<file path="config.mk">
export PLATFORM = sky130hd
export DESIGN_NAME = serial_frame_receiver_crc8
export DESIGN_NICKNAME = d
export VERILOG_FILES = /design/src/rtl/core/sfr_pkg.sv /design/src/rtl/core/sfr_cfg_regs.sv /design/src/rtl/core/sfr_deframer.sv /design/src/rtl/core/serial_frame_receiver_crc8.sv
export SDC_FILE = /design/constraint.sdc
export NUM_CORES = 1
export LEC_CHECK = 0
export BUFFER_PORTS_ARGS = -buffer_cell sky130_fd_sc_hd__clkbuf_2
export CELL_PAD_IN_SITES_DETAIL_PLACEMENT = 2
export CELL_PAD_IN_SITES_GLOBAL_PLACEMENT = 2
export CORE_MARGIN = 2
export CORE_UTILIZATION = 41
export CTS_BUF_LIST = sky130_fd_sc_hd__clkbuf_8 sky130_fd_sc_hd__clkbuf_16
export DETAILED_ROUTE_END_ITERATION = 8
export HOLD_SLACK_MARGIN = 0.05
export PLACE_DENSITY = 0.95
export SLEW_MARGIN = 20
export SYNTH_ARGS = -nofsm -noshare
export SYNTH_HDL_FRONTEND = slang
export SYNTH_HIERARCHICAL = 1
export SYNTH_SLANG_ARGS = --single-unit
</file>
<file path="constraint.sdc">
create_clock -name clock -period 12.08 [get_ports clock]
set_clock_uncertainty 0.15 [all_clocks]
set_input_delay 2.416 -clock clock [delete_from_list [all_inputs] [get_ports clock]]
set_output_delay 2.416 -clock clock [all_outputs]
set_load 0.03 [all_outputs]
</file>
<file path="src/rtl/core/sfr_pkg.sv">
`timescale 1ns / 1ps

package sfr_pkg;

   typedef enum logic [1:0] {
      PH_WAIT  = 2'd0,
      PH_FRAME = 2'd1,
      PH_DRAIN = 2'd2
   } phase_type;

   // Input word kinds carried on req_tuser.
   localparam logic [1:0] OP_BYTE    = 2'd0;
   localparam logic [1:0] OP_IDLE    = 2'd1;
   localparam logic [1:0] OP_TIMEOUT = 2'd2;

   // Result kinds carried on rsp_tuser.
   localparam logic [2:0] KIND_PAYLOAD    = 3'd0;
   localparam logic [2:0] KIND_CONTROL_OK = 3'd1;
   localparam logic [2:0] KIND_DATA_OK    = 3'd2;
   localparam logic [2:0] KIND_REJECTED   = 3'd3;
   localparam logic [2:0] KIND_GAVE_UP    = 3'd4;
   localparam logic [2:0] KIND_TIMEOUT    = 3'd5;

   // Configuration register indexes.
   localparam logic [2:0] REG_DATA_TYPE = 3'd0;
   localparam logic [2:0] REG_CTRL_TYPE = 3'd1;
   localparam logic [2:0] REG_ACK       = 3'd2;
   localparam logic [2:0] REG_NACK      = 3'd3;
   localparam logic [2:0] REG_POLY      = 3'd4;
   localparam logic [2:0] REG_MAX_TRIES = 3'd5;

   localparam logic [7:0] MIN_DATA_LEN  = 8'd5;
   localparam logic [7:0] FIRST_PAYLOAD = 8'd4;

   typedef struct packed {
      logic [7:0] data_type_code;
      logic [7:0] control_type_code;
      logic [7:0] ack_code;
      logic [7:0] nack_code;
      logic [7:0] crc_poly;
      logic [7:0] max_tries;
   } cfg_type;

   typedef struct packed {
      logic       hit;
      logic [2:0] kind;
      logic [7:0] data;
      logic [7:0] payload_len;
      logic       reply_valid;
      logic [7:0] reply_byte;
   } result_type;

   // CRC-8, MSB first, one byte per call.
   function automatic logic [7:0] crc8_update(input logic [7:0] crc,
                                              input logic [7:0] b,
                                              input logic [7:0] poly);
      logic [7:0] c;
      c = crc ^ b;
      for (int i = 0; i < 8; i++) begin
         if (c[7]) begin
            c = {c[6:0], 1'b0} ^ poly;
         end else begin
            c = {c[6:0], 1'b0};
         end
      end
      return c;
   endfunction

endpackage

</file>
<file path="src/rtl/core/sfr_cfg_regs.sv">
`timescale 1ns / 1ps

module sfr_cfg_regs (
   input  logic                  clock,
   input  logic                  reset,
   input  logic                  csr_valid,
   output logic                  csr_ready,
   input  logic [2:0]            csr_index,
   input  logic [7:0]            csr_data,
   output sfr_pkg::cfg_type      cfg
);

   sfr_pkg::cfg_type cfg_ff;
   sfr_pkg::cfg_type cfg_in;

   assign csr_ready = 1'b1;
   assign cfg       = cfg_ff;

   always_comb begin
      cfg_in = cfg_ff;
      if (csr_valid) begin
         case (csr_index)
            sfr_pkg::REG_DATA_TYPE: cfg_in.data_type_code    = csr_data;
            sfr_pkg::REG_CTRL_TYPE: cfg_in.control_type_code = csr_data;
            sfr_pkg::REG_ACK:       cfg_in.ack_code          = csr_data;
            sfr_pkg::REG_NACK:      cfg_in.nack_code         = csr_data;
            sfr_pkg::REG_POLY:      cfg_in.crc_poly          = csr_data;
            sfr_pkg::REG_MAX_TRIES: cfg_in.max_tries         = csr_data;
            default: ;
         endcase
      end
   end

   always_ff @(posedge clock) begin
      if (reset) begin
         cfg_ff.data_type_code    <= 8'd1;
         cfg_ff.control_type_code <= 8'd2;
         cfg_ff.ack_code          <= 8'd1;
         cfg_ff.nack_code         <= 8'd254;
         cfg_ff.crc_poly          <= 8'd7;
         cfg_ff.max_tries         <= 8'd3;
      end else begin
         cfg_ff <= cfg_in;
      end
   end

endmodule

</file>
<file path="src/rtl/core/sfr_deframer.sv">
`timescale 1ns / 1ps

module sfr_deframer (
   input  logic                  clock,
   input  logic                  reset,
   input  logic                  step,
   input  logic [1:0]            op,
   input  logic [7:0]            rx_byte,
   input  sfr_pkg::cfg_type      cfg,
   output sfr_pkg::result_type   res
);

   sfr_pkg::phase_type phase_ff, phase_in;
   logic [7:0] byte_count_ff, byte_count_in;
   logic       is_data_ff, is_data_in;
   logic [7:0] len_ff, len_in;
   logic       match_ff, match_in;
   logic [7:0] crc_ff, crc_in;
   logic [7:0] rej_ff, rej_in;

   logic [7:0] crc_first;
   logic [7:0] crc_next;
   logic [7:0] len_new;
   logic       match_new;
   logic [8:0] rej_next;
   logic       give_up;
   logic       do_reject;
   logic       do_accept;
   logic       do_clear;
   logic [2:0] acc_kind;
   logic [7:0] acc_data;
   logic [7:0] acc_len;

   assign crc_first = sfr_pkg::crc8_update(8'd0, rx_byte, cfg.crc_poly);
   assign crc_next  = sfr_pkg::crc8_update(crc_ff, rx_byte, cfg.crc_poly);
   assign len_new   = (byte_count_ff == 8'd1) ? rx_byte : len_ff;
   assign match_new = ((byte_count_ff == 8'd2 || byte_count_ff == 8'd3) &&
                       rx_byte != len_ff) ? 1'b0 : match_ff;
   assign rej_next  = {1'b0, rej_ff} + 9'd1;
   assign give_up   = rej_next >= {1'b0, cfg.max_tries};

   always_comb begin
      phase_in      = phase_ff;
      byte_count_in = byte_count_ff;
      is_data_in    = is_data_ff;
      len_in        = len_ff;
      match_in      = match_ff;
      crc_in        = crc_ff;
      rej_in        = rej_ff;
      res           = '0;
      do_reject     = 1'b0;
      do_accept     = 1'b0;
      do_clear      = 1'b0;
      acc_kind      = sfr_pkg::KIND_CONTROL_OK;
      acc_data      = 8'd0;
      acc_len       = 8'd0;

      case (op)
         sfr_pkg::OP_IDLE: begin
            if (phase_ff == sfr_pkg::PH_DRAIN) begin
               phase_in = sfr_pkg::PH_WAIT;
               do_clear = 1'b1;
            end
         end
         sfr_pkg::OP_TIMEOUT: begin
            if (phase_ff != sfr_pkg::PH_DRAIN) begin
               phase_in = sfr_pkg::PH_WAIT;
               rej_in   = 8'd0;
               do_clear = 1'b1;
               res.hit  = 1'b1;
               res.kind = sfr_pkg::KIND_TIMEOUT;
            end
         end
         sfr_pkg::OP_BYTE: begin
            if (phase_ff == sfr_pkg::PH_FRAME) begin
               if (!is_data_ff) begin
                  if (byte_count_ff >= sfr_pkg::FIRST_PAYLOAD) begin
                     if (match_new && rx_byte == crc_ff) begin
                        do_accept = 1'b1;
                        acc_kind  = sfr_pkg::KIND_CONTROL_OK;
                        acc_data  = len_ff;
                     end else begin
                        do_reject = 1'b1;
                     end
                  end else begin
                     len_in        = len_new;
                     match_in      = match_new;
                     crc_in        = crc_next;
                     byte_count_in = byte_count_ff + 8'd1;
                  end
               end else if (byte_count_ff == 8'd3 &&
                            (!match_new || len_new < sfr_pkg::MIN_DATA_LEN)) begin
                  do_reject = 1'b1;
               end else if (byte_count_ff >= sfr_pkg::FIRST_PAYLOAD &&
                            ({1'b0, byte_count_ff} + 9'd1) >= {1'b0, len_ff}) begin
                  if (rx_byte == crc_ff) begin
                     do_accept = 1'b1;
                     acc_kind  = sfr_pkg::KIND_DATA_OK;
                     acc_len   = len_ff - sfr_pkg::MIN_DATA_LEN;
                  end else begin
                     do_reject = 1'b1;
                  end
               end else begin
                  len_in        = len_new;
                  match_in      = match_new;
                  crc_in        = crc_next;
                  byte_count_in = byte_count_ff + 8'd1;
                  if (byte_count_ff >= sfr_pkg::FIRST_PAYLOAD) begin
                     res.hit  = 1'b1;
                     res.kind = sfr_pkg::KIND_PAYLOAD;
                     res.data = rx_byte;
                  end
               end
            end else if (phase_ff != sfr_pkg::PH_DRAIN) begin
               // Waiting for a type byte; a shared code counts as control.
               if (rx_byte == cfg.control_type_code ||
                   rx_byte == cfg.data_type_code) begin
                  phase_in      = sfr_pkg::PH_FRAME;
                  is_data_in    = (rx_byte != cfg.control_type_code);
                  byte_count_in = 8'd1;
                  len_in        = 8'd0;
                  match_in      = 1'b1;
                  crc_in        = crc_first;
               end else begin
                  do_reject = 1'b1;
               end
            end
         end
         default: ;
      endcase

      if (do_reject) begin
         phase_in        = sfr_pkg::PH_DRAIN;
         do_clear        = 1'b1;
         rej_in          = give_up ? 8'd0 : rej_next[7:0];
         res.hit         = 1'b1;
         res.kind        = give_up ? sfr_pkg::KIND_GAVE_UP : sfr_pkg::KIND_REJECTED;
         res.reply_valid = 1'b1;
         res.reply_byte  = cfg.nack_code;
      end
      if (do_accept) begin
         phase_in        = sfr_pkg::PH_WAIT;
         do_clear        = 1'b1;
         rej_in          = 8'd0;
         res.hit         = 1'b1;
         res.kind        = acc_kind;
         res.data        = acc_data;
         res.payload_len = acc_len;
         res.reply_valid = 1'b1;
         res.reply_byte  = cfg.ack_code;
      end
      if (do_clear) begin
         byte_count_in = 8'd0;
         is_data_in    = 1'b0;
         len_in        = 8'd0;
         match_in      = 1'b1;
         crc_in        = 8'd0;
      end
   end

   always_ff @(posedge clock) begin
      if (reset) begin
         phase_ff      <= sfr_pkg::PH_WAIT;
         byte_count_ff <= 8'd0;
         is_data_ff    <= 1'b0;
         len_ff        <= 8'd0;
         match_ff      <= 1'b1;
         crc_ff        <= 8'd0;
         rej_ff        <= 8'd0;
      end else if (step) begin
         phase_ff      <= phase_in;
         byte_count_ff <= byte_count_in;
         is_data_ff    <= is_data_in;
         len_ff        <= len_in;
         match_ff      <= match_in;
         crc_ff        <= crc_in;
         rej_ff        <= rej_in;
      end
   end

   a_timeout_restarts: assert property (@(posedge clock) disable iff (reset)
      step && op == sfr_pkg::OP_TIMEOUT && phase_ff != sfr_pkg::PH_DRAIN
      |=> phase_ff == sfr_pkg::PH_WAIT && rej_ff == 8'd0)
      else $error("timeout did not restart the receiver");

   a_give_up_drains: assert property (@(posedge clock) disable iff (reset)
      step && res.hit && res.kind == sfr_pkg::KIND_GAVE_UP
      |=> phase_ff == sfr_pkg::PH_DRAIN && rej_ff == 8'd0)
      else $error("give-up did not drain with a cleared reject count");

   a_wait_is_clean: assert property (@(posedge clock) disable iff (reset)
      phase_ff == sfr_pkg::PH_WAIT |-> byte_count_ff == 8'd0 && match_ff)
      else $error("frame state not cleared while waiting for a type byte");

endmodule

</file>
<file path="src/rtl/core/serial_frame_receiver_crc8.sv">
`timescale 1ns / 1ps
// A result word, if its input word yields one, appears on rsp in the cycle after the input
// word is accepted. One input word per cycle while no result word is stalled; the CRC byte
// update and the frame checks sit between the frame state registers and the result register.
// A held result stalls req only while rsp_tready is low.
// Reset is synchronous and active high; it loads the register defaults and
// clears the frame state at once, with no clearing pass.

module serial_frame_receiver_crc8 (
   input  logic        clock,
   input  logic        reset,
   input  logic        req_tvalid,
   output logic        req_tready,
   input  logic [7:0]  req_tdata,   // [7:0] rx_byte
   input  logic [1:0]  req_tuser,   // [1:0] op
   output logic        rsp_tvalid,
   input  logic        rsp_tready,
   output logic [31:0] rsp_tdata,   // [7:0] data, [15:8] payload_len,
                                    // [16] reply_valid, [24:17] reply_byte
   output logic [2:0]  rsp_tuser,   // [2:0] kind
   input  logic        csr_valid,
   output logic        csr_ready,
   input  logic [2:0]  csr_index,
   input  logic [7:0]  csr_data
);

   sfr_pkg::cfg_type    cfg;
   sfr_pkg::result_type res;
   sfr_pkg::result_type out_ff, out_in;
   logic                valid_ff, valid_in;
   logic                step;

   assign req_tready = !valid_ff || rsp_tready;
   assign step       = req_tvalid && req_tready;

   sfr_cfg_regs u_cfg (
      .clock     (clock),
      .reset     (reset),
      .csr_valid (csr_valid),
      .csr_ready (csr_ready),
      .csr_index (csr_index),
      .csr_data  (csr_data),
      .cfg       (cfg)
   );

   sfr_deframer u_deframer (
      .clock   (clock),
      .reset   (reset),
      .step    (step),
      .op      (req_tuser),
      .rx_byte (req_tdata),
      .cfg     (cfg),
      .res     (res)
   );

   always_comb begin
      valid_in = valid_ff && !rsp_tready;
      out_in   = out_ff;
      if (step) begin
         valid_in = res.hit;
         out_in   = res;
      end
   end

   always_ff @(posedge clock) begin
      if (reset) begin
         valid_ff <= 1'b0;
      end else begin
         valid_ff <= valid_in;
      end
   end

   always_ff @(posedge clock) begin
      out_ff <= out_in;
   end

   assign rsp_tvalid = valid_ff;
   assign rsp_tuser  = out_ff.kind;
   assign rsp_tdata  = {7'd0, out_ff.reply_byte, out_ff.reply_valid,
                        out_ff.payload_len, out_ff.data};

   a_no_overwrite: assert property (@(posedge clock) disable iff (reset)
      rsp_tvalid && !rsp_tready |-> !req_tready)
      else $error("input taken while a result word is stalled");

   a_payload_no_reply: assert property (@(posedge clock) disable iff (reset)
      rsp_tvalid && rsp_tuser == sfr_pkg::KIND_PAYLOAD |-> !rsp_tdata[16])
      else $error("payload word carries a reply request");

   a_reset_empty: assert property (@(posedge clock)
      reset |=> !rsp_tvalid)
      else $error("result word valid right after reset");

endmodule
</file>
==> flow_summary.yaml <==
run_status:
  status: "completed"
setup_path:
  cp.required_ns: 12.28
  cp-start-kind: "input pin"
  end_kind: "register"
  cp_max_fo: 23
  crit_arrival_ns: 7.08
  worstSetupPathType: "in2reg"
global_route:
  grt_first_pass_wirelength_um: 51100
  overflow: 0
  grtUsageMet1_pct: 35.0
  grt_max_degree: 91
  grt_antenna_before_repair: 0
  top_usage_layer: "met2"
  grtUsageTotal_pct: 31.1
  globalRouteMet3Util_pct: 6.16
  grt_pass1_vias: 8469
  grt_use_met2_pct: 56.1
synthesis:
  synth-async-reset-ratio_pct: 0
  synthCells: 965
  yosys_warnings: 6
  yosys_most_used_dff: "dfxtp_1"
  synth_area_leaders: "dfxtp_1, edfxtp_1, xnor2_1, mux2i_1, nand2_1"
  synth_top_area_share_pct: 20.4
  ys_ff_latch: 113
  synth-edff-count: 28
  synth_top_area_cell: "dfxtp_1"
  netlist_area_um2: 8340
  avgSynthCellArea_um2: 8.64
  synth-seq-area-share_pct: 30.5
  ys_types: 88
cts:
  cts-buffers-inserted: 17
  cts_tree: "done"
  clock_path_buffers: 2
  clk_pin_slew_ns: 0.07
  holdBufCountCts: 0
  numClockSinks: 113
  ctsHtreeMaxLevel: 4
  cts_setup_buffers: 0
  cts_resized: 0
  clockRootBuffer: "clkbuf_16"
  clkLatencyLatePin_ns: 0.45
timing:
  finalHoldViolCount: 0
  period_share_pct: 57.0
  drv_slew: 0
  fin_tns_setup_ns: 0
  slew_headroom_pct: 30.2
  setup_violations: 0
  fmax_mhz: 145
  fin_ws_ns: 5.20
  max_slew.worst_pin.slew_ns: 1.05
  period_needed_ns: 6.88
  rsz0062_at_grt: "no"
drt:
  ant_nets: 0
  drt-total-wl_um: 33200
  wl_per_cell_um: 26.2
  drc_errors: 0
  first_iter_violations: 551
  vias: 7610
  detail_route.vias_per_cell: 6.01
  detail_route.first_pass.iterations: 5
final_layout:
  diodes: 0
  drive_gt1_share_pct: 13.5
  final_common_cell: "nand2_1"
  synthToLayoutAreaGrowth_pct: 11.4
  mostFrequentLayoutCells: "nand2_1, xnor2_1, dfxtp_1"
  fillerInstances: 2136
  num-nets-final: 1031
pwr:
  p_leak_nw: 3.84
  ir_worst_vdd_v: 0.000102
  power_mw: 1.20
  power-per-cell-area_nw_per_um2: 130
floorplanning:
  die_x_um: 147
  io_pins: 64
  dieArea_um2: 21500
  core-area_um2: 20100
  initial_core_util_pct: 41.5
  fp.dieH_um: 147
  core.rowCount: 52
worst_hold_path:
  hp-class: "reg2reg"
placement:
  place_ws_ns: 4.94
  hpwl_um: 20900
  portBuffers: 55
  globalplace.congestion: 0.807
job:
  drv_cap: 0
-- critical path: stages --
cell and delay (ns):
clkbuf_2 0.38, xnor2_2 0.49, a21oi_1 0.16, o32ai_1 0.46, o21ai_1 0.22, xnor2_2 0.26
xnor2_1 0.85, xnor2_2 0.21, a211oi_1 0.38, a221o_1 0.24, xor2_2 0.41, a21o_1 0.24
nand4_1 0.12, a21oi_1 0.21
-- cells by family after synthesis --
logic type                 after synthesis  synth area share [%]
and+or+nand+nor                        357                  21.7
buffers and inverters                   98                  5.58
AOI/OAI and AO/OA                      172                  14.3
adders and majority gates               22                  3.30
xor gates and xnor gates               143                  17.5
other                                    2                0.0901
muxes                                   58                  7.04
DFF                                    113                  30.5
-- metal layers --
metal,share of wire (%),wire length (um),up-vias
met5,0,0,-
met4,4.6,1520,0
met3,4.5,1510,107
met2,52,17100,288
met1,39,13000,3855
li1,-,-,3360
-- path summary, 6_finish.rpt --
path	from	to	slack (ns)	cells after the start
worst max-delay path	req_tdata[6]	u_deframer/crc_ff[0]	5.20	14
worst min-delay path	u_cfg/cfg[30]	u_cfg/cfg[30]	0.36	2
worst max register to register	u_cfg/cfg[14]	u_deframer/crc_ff[0]	6.75	13
worst min register to register	u_cfg/cfg[30]	u_cfg/cfg[30]	0.36	2
-- metrics by stage --
stage	util [%]	area (um2)	hold slack, ns	instances
after floorplan	-	8360	0.294	971
after global placement	43.1	8660	0.305	1234
after detailed placement	43.1	8660	0.333	1234
after CTS	46.2	9280	0.357	1266
after global routing	46.2	9280	0.378	1266
final	46.2	9280	0.357	1266
-- registers in the layout (all words and copies together), names as in the netlist --
register / cells
u_deframer/match_ff: 1
u_deframer/is_data_ff: 1
u_deframer/byte_count_ff: 8
rsp_tuser: 3
u_deframer/len_ff: 8
u_deframer/crc_ff: 8
rsp_tvalid: 1
u_cfg/cfg: 48
u_deframer/rej_ff: 8
u_deframer/phase_ff: 2
rsp_tdata: 25
-- synth_stat cells, types with 3 or more instances --
library cell	instances
a31oi_1	5
nand2b_1	47
o21ai_1	6
a21o_1	11
xnor2_1	92
nand3_1	16
nand4_1	9
inv_1	30
dfxtp_1	85
nand2_1	115
nor3_1	14
xor2_1	33
nand3b_1	7
mux2_2	4
buf_1	6
a221o_1	4
xor2_2	3
a22o_1	19
and2_1	7
or3_1	5
or2_2	6
xnor2_2	5
and3_1	11
a211o_1	6
edfxtp_1	28
a31o_2	3
buf_4	12
ha_1	22
nor3b_1	3
o21a_1	4
a21oi_1	29
a22oi_1	6
o21ai_0	41
mux2i_1	53
clkbuf_1	26
o211ai_1	5
nor4_1	9
a32oi_1	9
buf_2	18
o31ai_1	3
xnor3_1	7
buf_6	4
nor2b_1	10
nor2_1	74
-- power breakdown --
group | leakage [nW] | switching [mW] | internal [mW]
registers | 0.973 | 0.0102 | 0.398
logic | 2.56 | 0.149 | 0.0920
clock network | 0.301 | 0.223 | 0.331
total | 3.84 | 0.382 | 0.821
-- layout make-up --
class                      instances  area (um2)  area share, %
sequential                       113        2540           27.4
timing repair buffer              59         305           3.29
multi-input combinational        760        5360           57.7
tap                              270         338           3.64
clock inverter                    15         194           2.09
inverter                          32         120           1.29
clock buffer                      17         425           4.58
Power figures use the tool's default switching activity.
